File: config.mk
export PLATFORM = sky130hd
export DESIGN_NAME = kcs_front
export DESIGN_NICKNAME = d
export VERILOG_FILES = /design/src/rtl/core/kcs_pkg.sv /design/src/rtl/core/kcs_front.sv
export SDC_FILE = /design/constraint.sdc
export NUM_CORES = 1
export LEC_CHECK = 0
export BUFFER_PORTS_ARGS = -buffer_cell sky130_fd_sc_hd__buf_4
export CAP_MARGIN = 20
export CELL_PAD_IN_SITES_DETAIL_PLACEMENT = 2
export CELL_PAD_IN_SITES_GLOBAL_PLACEMENT = 2
export CORE_MARGIN = 2
export CORE_UTILIZATION = 42
export CTS_CLUSTER_DIAMETER = 50
export DETAILED_ROUTE_END_ITERATION = 6
export PLACE_DENSITY = 0.86
export SYNTH_ARGS = -nofsm -noshare
export SYNTH_HDL_FRONTEND = slang
export SYNTH_SLANG_ARGS = --single-unit
File: constraint.sdc
create_clock -name clk -period 24.4 [get_ports clk]
set_clock_uncertainty 0.15 [all_clocks]
set_input_delay 1.22 -clock clk [delete_from_list [all_inputs] [get_ports clk]]
set_output_delay 1.22 -clock clk [all_outputs]
set_load 0.03 [all_outputs]
File: src/rtl/core/kcs_pkg.sv
package kcs_pkg;

	localparam int COMP_W   = 32;
	localparam int NUM_COMP = 4;
	localparam int VAL_W    = COMP_W * NUM_COMP;
	localparam int NUM_SLOTS = 3;

	// input operation codes
	localparam logic OP_WRITE  = 1'b0;
	localparam logic OP_SAMPLE = 1'b1;

	// value slots of a key
	localparam logic [1:0] SLOT_IN    = 2'd0;
	localparam logic [1:0] SLOT_VALUE = 2'd1;
	localparam logic [1:0] SLOT_OUT   = 2'd2;

	// interpolation modes (code 3 behaves as linear)
	localparam logic [1:0] MODE_STEP   = 2'd0;
	localparam logic [1:0] MODE_LINEAR = 2'd1;
	localparam logic [1:0] MODE_CUBIC  = 2'd2;

	// register map
	localparam logic [2:0] ADDR_KEY_COUNT   = 3'd0;
	localparam logic [2:0] ADDR_INTERP_MODE = 3'd4;

	localparam logic [6:0] KEY_COUNT_RESET   = 7'd1;
	localparam logic [1:0] INTERP_MODE_RESET = MODE_LINEAR;

	// classified command handed from front to back
	typedef struct packed {
		logic              sample;
		logic [5:0]        key_index;
		logic [1:0]        value_slot;
		logic [31:0]       time_q16;
		logic [VAL_W-1:0]  comps;
	} cmd_t;

endpackage

File: src/rtl/core/kcs_front.sv
module kcs_front import kcs_pkg::*; #(
	parameter int MAX_KEYS = 64
) (
	input  logic        clk,
	input  logic        arst_n,
	input  logic        push,
	output logic        full,
	input  logic        op,
	input  logic [5:0]  key_index,
	input  logic [1:0]  value_slot,
	input  logic [31:0] time_q16,
	input  logic [31:0] comp_x,
	input  logic [31:0] comp_y,
	input  logic [31:0] comp_z,
	input  logic [31:0] comp_w,
	output cmd_t        cmd,
	output logic        cmd_valid,
	input  logic        cmd_pop
);

	cmd_t       fifo_q [2];
	logic       wr_ptr_q;
	logic       rd_ptr_q;
	logic [1:0] count_q;
	logic       take;
	logic       keep;
	cmd_t       cmd_in;

	// writes with a bad slot or key are dropped here
	always_comb begin
		cmd_in.sample     = (op == OP_SAMPLE);
		cmd_in.key_index  = key_index;
		cmd_in.value_slot = value_slot;
		cmd_in.time_q16   = time_q16;
		cmd_in.comps      = {comp_w, comp_z, comp_y, comp_x};
		keep = (op == OP_SAMPLE) ||
			((value_slot <= SLOT_OUT) && (32'(key_index) < 32'(MAX_KEYS)));
	end

	assign full      = (count_q == 2'd2);
	assign take      = push && !full;
	assign cmd_valid = (count_q != 2'd0);
	assign cmd       = fifo_q[rd_ptr_q];

	always_ff @(posedge clk or negedge arst_n) begin
		if (!arst_n) begin
			wr_ptr_q <= 1'b0;
			rd_ptr_q <= 1'b0;
			count_q  <= 2'd0;
		end else begin
			if (take && keep) wr_ptr_q <= !wr_ptr_q;
			if (cmd_pop) rd_ptr_q <= !rd_ptr_q;
			count_q <= count_q + 2'(take && keep) - 2'(cmd_pop);
		end
	end

	always_ff @(posedge clk) begin
		if (take && keep) fifo_q[wr_ptr_q] <= cmd_in;
	end

endmodule

==> flow_summary.toml <==
[power_and_ir_drop]
swShare_pct = 34.6
irDropWorstVdd_uv = 126
p_total_mw = 2.27
sequentialPowerShare_pct = 37.0
p_switching_mw = 0.785
power_frac_clock_pct = 24.7
p_leak_nw = 6.60
intPower_mw = 1.48
power_frac_comb_pct = 38.3
power_density_nw_per_um2 = 133

[layout]
finish.utilization_pct = 57.1
final_layout_size_suffix_gt1_share_pct = 61.1
fin_nets = 1091
diodes = 0
stdcell_count = 1332
final_area_sq_um = 17000
nFillCells = 2533
area_growth_pct = 32.9

[yosys]
netlist_top_cells_area = "edfxtp_1, mux2_4, mux2_2"
synthArstFlopShare_pct = 1.17
avgSynthCellArea_sq_um = 23.5
synth_edf_count = 338
synth_cell_types = 14
synth_area_sq_um = 12800
synth_nets = 719
synth_top_area_cell = "edfxtp_1"
ys_ff_latch = 342
synth_top_cell_area_share_pct = 79.3
synthCells = 544
ys_seq_area_share_pct = 80.1
synth.most_common_cell = "edfxtp_1"
synthFlopType = "edfxtp_1"
yosys_warnings = 0
synth_common_cells = "edfxtp_1, mux2_4, mux2_2"

[run_status]
status = "finished, final reports clean"

[placed_design]
place_inst = 1264
pre_cts_ws_ns = 20.27
finalWeightedCongestion = 0.713
port_buffers = 343
place_area_sq_um = 15800
hpwl_mm = 24.0

[timing]
slew_violations = 0
fin_ws_ns = 20.23
fin_setup_tns_ns = 0
max-slew-margin-rel_pct = 27.4
fmax_ghz = 0.240
rsz0062_at_grt = "no"
fin_crit_sh_pct = 17.1
fin_crit_ns = 4.17
setup_viol = 0
whs_ns = 0.345
hold_viol = 0
worst_pin_slew_ns = 1.09

[die]
dieArea_sq_um = 31900
io_pins = 344
rows = 63
dieWidth_um = 179
die_y_um = 179
start_util_pct = 43.0
fp.coreArea_sq_um = 29800

[detailed_routing]
drtIter0Drc = 348
antenna_left = 0
wire_per_inst_um = 26.6
routed_via_density = 4.92
wl_mm = 35.4
drc_errors = 0
via_count = 6558
drt_pass1_iterations = 4

[cts]
clk_path_buf_depth = 3
ctsHoldBuffers = 0
cts_root_buf = "clkbuf_16"
clkSinkCount = 342
htreeDepth = 2
clkTransAtPathRegs_ns = 0.06
cts_tree = "built"
cts_made_buffers = 39
post-cts-setup-buffers = 0
insertion_delay_ns = 0.51
cts_resized = 0

[grt]
antenna_found_initial = 0
grt_overflow_total = 0
grt_pass1_wl_mm = 49.8
grt_max_degree = 142
grt_pass1_vias = 7484
grt_usage_pct = 21.8

[flow_run]
maxCapViolations = 0

[worst_setup_path]
crit_arrival_ns = 2.80
required_ns = 23.03
crit_path_end_kind = "primary output"
cp-start-kind = "flop"
crit_type = "reg2out"
cp_max_fo = 141

[min_path]
hp-class = "in2async"
-- power groups by stage --
stage | combinational (mW) | clock, mW | sequential (mW)
CTS | 0.880 | 0.574 | 0.842
detailed placement | 0.870 | 0 | 0.850
finish | 0.869 | 0.560 | 0.838
floorplan | 0.592 | 0 | 0.853
global route | 0.908 | 0.593 | 0.850
global placement | 0.848 | 0 | 0.831
-- logic make-up after synthesis --
logic type               after synthesis  share of synthesized area (%)
flip-flops                           342                           80.1
multiplexers                         169                           17.8
buffers and inverters                 21                           1.39
AND/OR/NAND/NOR                        6                          0.274
XOR/XNOR                               4                          0.274
adder cells (fa/ha/maj)                2                          0.195
-- layer usage --
metal  up-vias  GRT usage [%]  routed length [um]  share of wire (%)
met5         -              0                   0                  0
met3        50           6.73                2650                7.5
li1       2918              -                   -                  -
met2       264           43.0               20200                 57
met4         0           6.33                 876                2.5
met1      3326           21.6               11700                 33
-- flip-flops by register name (all words and copies together) (netlist names) --
register	flops
fifo_q	338
wr_ptr_q	1
rd_ptr_q	1
count_q	2
-- cells in the final DEF (no fill, tap or decap) --
cell type and n:
ha_1 2, buf_16 1, clkinvlp_4 2, clkinv_2 5, nor2b_1 1, dfrtp_1 3, edfxtp_1 338, dfrtp_4 1
mux2_4 100, xnor2_1 3, buf_4 348, inv_6 1, xor2_1 1, mux2_2 69, nor2_4 2, clkbuf_8 2
clkinv_1 2, clkbuf_1 12, bufinv_16 2, inv_1 2, buf_12 1, clkbuf_16 41, nand3b_1 2, or2_2 1
-- worst max-delay path, cell delays in order (launching register included) --
cell	delay [ns]
dfrtp_4	0.71
buf_12	0.74
mux2_2	0.43
buf_4	0.17
-- final cells by class --
cell class	count	area, sq um	share of cell area [%]
multi-input combinational	181	2390	14.0
timing repair buffer	350	2660	15.6
clock inverter	12	116	0.684
clock buffer	55	1100	6.46
inverter	2	7.51	0.0441
sequential	342	10300	60.3
tap	390	488	2.87
-- worst paths after layout --
path                             from             to  slack (ns)  cells past startpoint
hold reg to reg            count_q[1]     count_q[1]        0.34                      1
min in group clk           count_q[1]     count_q[1]        0.35                      1
setup reg to reg           count_q[1]  fifo_q[1][92]       21.10                      5
setup / recovery             rd_ptr_q        cmd[32]       20.23                      3
max in group asynchronous      arst_n       rd_ptr_q       23.63                      1
hold / removal                 arst_n       rd_ptr_q        0.34                      1
(Power assumes the default switching activity.)
